[config.mk]
export PLATFORM = sky130hd
export DESIGN_NAME = crax_cell
export DESIGN_NICKNAME = d
export VERILOG_FILES = /design/src/rtl/crax_block_cipher_core_defines.svh /design/src/rtl/crax_pkg.sv /design/src/rtl/crax_cell.sv
export SDC_FILE = /design/constraint.sdc
export NUM_CORES = 1
export LEC_CHECK = 0
export ABC_AREA = 1
export BUFFER_PORTS_ARGS = -buffer_cell sky130_fd_sc_hd__buf_2
export CORE_UTILIZATION = 50
export DETAILED_ROUTE_END_ITERATION = 12
export PLACE_DENSITY = 0.79
export SYNTH_ARGS = -nofsm -noshare
export SYNTH_HDL_FRONTEND = slang
export SYNTH_SLANG_ARGS = --single-unit
[constraint.sdc]
create_clock -name clk -period 4.2 [get_ports clk]
set_input_delay 0.42 -clock clk [delete_from_list [all_inputs] [get_ports clk]]
set_output_delay 0.42 -clock clk [all_outputs]
set_load 0.01 [all_outputs]
[src/rtl/crax_block_cipher_core_defines.svh]
// Assertion helpers shared by the RTL files.
`ifndef CRAX_BLOCK_CIPHER_CORE_DEFINES_SVH
`define CRAX_BLOCK_CIPHER_CORE_DEFINES_SVH

// Check that cons holds in the same cycle as ante.
`define CRAX_ASSERT_SAME(label, ante, cons, msg) \
    label: assert property (@(posedge clk) disable iff (!rst_n) (ante) |-> (cons)) \
        else $error(msg);

// Check that cons holds in the cycle after ante.
`define CRAX_ASSERT_NEXT(label, ante, cons, msg) \
    label: assert property (@(posedge clk) disable iff (!rst_n) (ante) |=> (cons)) \
        else $error(msg);

`endif

[src/rtl/crax_pkg.sv]
package crax_pkg;

    // Default number of cipher steps
    localparam int STEP_COUNT_DEF = 10;

    // ARX rounds inside one Alzette box
    localparam int ROUNDS_PER_STEP = 4;

    // Configuration register indexes
    localparam logic [1:0] REG_KEY0 = 2'd0;
    localparam logic [1:0] REG_KEY1 = 2'd1;
    localparam logic [1:0] REG_KEY2 = 2'd2;
    localparam logic [1:0] REG_KEY3 = 2'd3;

    // Round constants, one per step modulo five
    localparam logic [31:0] RCON_TABLE [5] = '{
        32'hB7E15162, 32'hBF715880, 32'h38B4DA56, 32'h324E7738, 32'hBB1185EB
    };

    // Right-rotate amounts of the Alzette rounds: add term and xor term
    localparam int ROT_ADD [4] = '{31, 17, 0, 24};
    localparam int ROT_XOR [4] = '{24, 17, 31, 16};

    // Key words as held by the core
    typedef struct packed {
        logic [31:0] k0;
        logic [31:0] k1;
        logic [31:0] k2;
        logic [31:0] k3;
    } crax_key_t;

    // One item moving along the cell chain
    typedef struct packed {
        logic        valid;
        logic        kind;
        logic [31:0] left;
        logic [31:0] right;
    } crax_item_t;

    // Rotate a 32-bit word right by a constant amount
    function automatic logic [31:0] rotr32(logic [31:0] v, int n);
        return (v >> n) | (v << (32 - n));
    endfunction

endpackage

[src/rtl/crax_cell.sv]
module crax_cell
    import crax_pkg::*;
#(
    parameter int STEP_COUNT = STEP_COUNT_DEF,
    parameter int POS        = 0
)
(
    input  logic       clk,
    input  logic       rst_n,
    input  crax_key_t  keys,
    input  crax_item_t up,
    output logic       up_ready,
    output crax_item_t down,
    input  logic       down_ready
);

    localparam int CELL_COUNT = STEP_COUNT * ROUNDS_PER_STEP;

    // Encrypt schedule: steps in forward order
    localparam int          ENC_STEP  = POS / ROUNDS_PER_STEP;
    localparam int          ENC_RND   = POS % ROUNDS_PER_STEP;
    localparam bit          ENC_ODD   = (ENC_STEP % 2) == 1;
    localparam bit          ENC_FIRST = ENC_RND == 0;
    localparam bit          ENC_LAST  = POS == CELL_COUNT - 1;
    localparam logic [31:0] ENC_RC    = RCON_TABLE[ENC_STEP % 5];
    localparam logic [31:0] ENC_SIDX  = 32'(ENC_STEP);

    // Decrypt schedule: steps in reverse order, rounds undone last to first
    localparam int          DEC_STEP  = STEP_COUNT - 1 - ENC_STEP;
    localparam int          DEC_RND   = ROUNDS_PER_STEP - 1 - ENC_RND;
    localparam bit          DEC_ODD   = (DEC_STEP % 2) == 1;
    localparam bit          DEC_FIRST = POS == 0;
    localparam bit          DEC_END   = DEC_RND == 0;
    localparam logic [31:0] DEC_RC    = RCON_TABLE[DEC_STEP % 5];
    localparam logic [31:0] DEC_SIDX  = 32'(DEC_STEP);

    crax_item_t item_reg;
    crax_item_t item_next;
    logic       valid_reg;
    logic [31:0] ex, ey, dx, dy;

    // Compute one forward and one inverse round, select by kind
    always_comb
    begin
        ex = up.left;
        ey = up.right;
        if (ENC_FIRST)
        begin
            ex = ex ^ (ENC_ODD ? keys.k2 : keys.k0) ^ ENC_SIDX;
            ey = ey ^ (ENC_ODD ? keys.k3 : keys.k1);
        end
        ex = ex + rotr32(ey, ROT_ADD[ENC_RND]);
        ey = ey ^ rotr32(ex, ROT_XOR[ENC_RND]);
        ex = ex ^ ENC_RC;
        if (ENC_LAST)
        begin
            ex = ex ^ keys.k0;
            ey = ey ^ keys.k1;
        end

        dx = up.left;
        dy = up.right;
        if (DEC_FIRST)
        begin
            dx = dx ^ keys.k0;
            dy = dy ^ keys.k1;
        end
        dx = dx ^ DEC_RC;
        dy = dy ^ rotr32(dx, ROT_XOR[DEC_RND]);
        dx = dx - rotr32(dy, ROT_ADD[DEC_RND]);
        if (DEC_END)
        begin
            dx = dx ^ (DEC_ODD ? keys.k2 : keys.k0) ^ DEC_SIDX;
            dy = dy ^ (DEC_ODD ? keys.k3 : keys.k1);
        end

        item_next.valid = up.valid;
        item_next.kind  = up.kind;
        item_next.left  = up.kind ? dx : ex;
        item_next.right = up.kind ? dy : ey;
    end

    // Take a new item when empty or when the neighbor takes ours
    assign up_ready = !valid_reg || down_ready;

    // Hold occupancy
    always_ff @(posedge clk or negedge rst_n)
    begin
        if (!rst_n)
        begin
            valid_reg <= 1'b0;
        end
        else if (up_ready)
        begin
            valid_reg <= up.valid;
        end
    end

    // Advance payload
    always_ff @(posedge clk)
    begin
        if (up_ready && up.valid)
        begin
            item_reg <= item_next;
        end
    end

    always_comb
    begin
        down       = item_reg;
        down.valid = valid_reg;
    end

endmodule

==> summary.txt <==
Status
  – Status: finished clean

Route
  – Via count: roughly 12000
  – DR DRC count: 0
  – Post-route ant nets: 0
  – WL per Instance: between 15 and 20 um
  – Iteration-0 DRC Markers: around 1100
  – Routed WL: around 40000 um
  – First-pass detailed-route iteration total: 6
  – Vias per cell: ~5.3

Power
  – Pwr Total: around 4.0 mW
  – PD cells: 346 nW/um2
  – Internal: roughly 2.1 mW
  – Sw Share: 47.8%
  – Static Leak: ~7.1 nW
  – Sequential share of power: between 20% and 30%
  – Psw: just under 2 mW
  – Comb pwr share: 54.7%
  – Worst vdd ir: between 0.0002 and 0.00025 V
  – Clk network pwr share: 23.7%

Yosys
  – Distinct cell type count after synthesis: 38
  – Sequential-to-total area share from yosys stat: 19.9%
  – Register bit total from synthesis: 66
  – Avg Cell Area, Syn: around 5.5 um2
  – Commonest cells post-synth: nand2_1, inv_1, nand3_1
  – Syn Inst Count: approximately 1800
  – EDFF count, synth: 65
  – Mapped Nets: 2034
  – Dominant cell by count in the synthesized netlist: nand2_1
  – Post-synth top area share: 32.8%
  – Most used DFF post-synth: edfxtp_1
  – Yosys top cell by area: nand2_1
  – YS warnings: 0
  – Share of flip-flops with an asynchronous set or reset: 1.52%
  – Post-Syn Area: roughly 10000 um2
  – Area contributors post-synth: nand2_1, edfxtp_1, inv_1

Timing
  – Layout Skew: between 0.006 and 0.007 ns
  – Max-Slew Margin vs Limit: between 30% and 40%
  – Fin Setup TNS: 0 ns
  – Final count of pins violating max slew: 0
  – Fin Hold WS: around 0.30 ns
  – Hold violation count in the final report: 0
  – RSZ-0062 raised after global routing: false
  – Final setup viols: 0
  – Period minus WS final: roughly 3.1 ns
  – Worst slew pin tran: about 0.93 ns
  – Max frequency: approximately 330 MHz
  – Part of the cycle the worst path needs: 73.0%
  – Final Worst Setup Slack: 1.14 ns

Floorplanning
  – Initial Util: about half
  – Core ar.: between 15000 and 20000 um2
  – FP Rows: about 50
  – Num ports: between 200 and 300
  – Die ar.: just over 20000 um2
  – Chip Height: 143 um
  – Die W: about 140 um

CTS
  – Post-CTS Setup Inserts: 0
  – Worst-Skew Late Latency: between 0.3 and 0.4 ns
  – # hold bufs at CTS: 1
  – Post_cts resized: 0
  – Root buf cell: clkbuf_16
  – Cts bufs inserted: 9
  – CTS tree: yes
  – H-tree depth: 3
  – CTS max path bufs: 2
  – CTS Sinks: 66
  – Clk slew on worst S/H paths: ~0.060 ns

Setup path
  – Worst Reg2Reg Path Length in Cells: 2
  – R2R setup slack: roughly 2.5 ns
  – Worst r2r src: valid_reg
  – Endpoint type of the worst setup path: flip-flop
  – CP Data Required Time: 4.30 ns
  – Worst setup SP type: input port
  – Crit path DAT: 3.17 ns
  – Crit Path Category: input port to flip-flop
  – End of the worst register-to-register path: down[22]
  – Worst Path Max Fanout: 4
  – CP startpoint: keys[99]
  – Crit path to: down[22]

Finish
  – Multi-input combinational cell area: between 6000 and 7000 um2
  – Register area: a little under 2000 um2
  – Fill cells: 1995
  – Layout cells sized above 1: 16.4%
  – Core Util, Final: about three fifths
  – Post-route insts no fill: approximately 2300
  – Antenna cells: 0
  – NumNets Final: between 2000 and 2500
  – Max FFs per register: 65
  – Area growth syn-to-layout: 17.0%
  – Finished Cell Area: between 10000 and 15000 um2

Hold path
  – Hold WC Path Type: input port to flip-flop

Place
  – Port Buffer Count: around 200
  – DP Wirelength: between 30000 and 40000 um
  – Routability cong.: between 1 and 1.5
  – Worst slack, placed: approximately 1 ns
  – Post-placement cell count: 2269
  – Placement Cell Area: between 10000 and 15000 um2

Global route
  – Total GRT Usage: 39.1%
  – Largest net degree at the start of global routing: 66
  – Vias in the first global route: between 10000 and 15000
  – Initial antenna violation count: 0
  – Overflow after GRT: 0
  – Global-route wire length before repair: 58100 um

Run
  – Max cap viols: 0
## power by group through the flow
stage	clock network [mW]	logic [mW]	registers, mW
2_1_floorplan	0	1.37	0.932
3_3_place_gp	0	2.11	0.884
3_5_place_dp	0	2.14	0.886
4_1_cts	0.953	2.15	0.873
5_1_grt	0.973	2.40	0.880
6_report	0.954	2.20	0.873
## area by class of cell
class | count | share of cell area [%]
inverter | 304 | 9.79
clock inverter | 7 | 1.07
sequential | 66 | 17.0
tap | 265 | 2.85
clock buffer | 9 | 1.93
multi-input combinational | 1428 | 58.3
timing repair buffer | 207 | 9.09
## cells by family (layout without fill, tap and decap cells)
group / Yosys count / after routing / synth area share, %
adders and majority gates: 27 / 27 / 3.39
buffers and inverters: 316 / 527 / 12.0
DFF: 66 / 66 / 19.9
AOI/OAI and AO/OA: 132 / 132 / 7.30
xor gates and xnor gates: 79 / 79 / 7.48
and+or+nand+nor: 1190 / 1190 / 49.9
## critical path: stages
cell	delay [ns]
buf_2	0.13
xor2_2	0.38
ha_1	0.33
a21oi_1	0.29
nor2_1	0.10
nor2_1	0.09
nand2_1	0.10
nand2_1	0.09
nand2_1	0.17
o21ai_0	0.70
o21ai_0	0.20
nand2_1	0.10
nand2_1	0.05
## placed cells by master (no fill, tap or decap), drive strengths merged
master and n:
xnor2 33, nor2 128, clkbuf 9, nand3b 2
dlygate4sd3 1, dfrtp 1, bufinv 3, a21o 1
edfxtp 65, o21ai 56, clkinv 3, buf 206
a31oi 1, nand4 6, nor3 9, a21oi 65
o211ai 1, o22ai 1, ha 27, xor3 1
o21bai 4, inv 305, a21boi 3, or2 1
nand3 134, xor2 45, nand2 910
## worst min-delay path by stage
stage	endpoint	slack, ns	startpoint	cells past startpoint
finish	valid_reg	0.30	up[65]	3
global route	valid_reg	0.32	up[65]	3
CTS	valid_reg	0.29	up[65]	3
detailed placement	valid_reg	0.20	rst_n	1
global placement	valid_reg	0.19	rst_n	1
floorplan	valid_reg	0.12	rst_n	0
## per-layer routing
layer	GRT usage, %	routed length (um)	up-vias
met5	0	0	-
met4	16.8	1560	0
met3	9.02	4060	90
met2	65.8	18800	580
met1	47.6	15700	5445
li1	-	-	5953
Note: power is estimated with default switching activity, not from simulation.
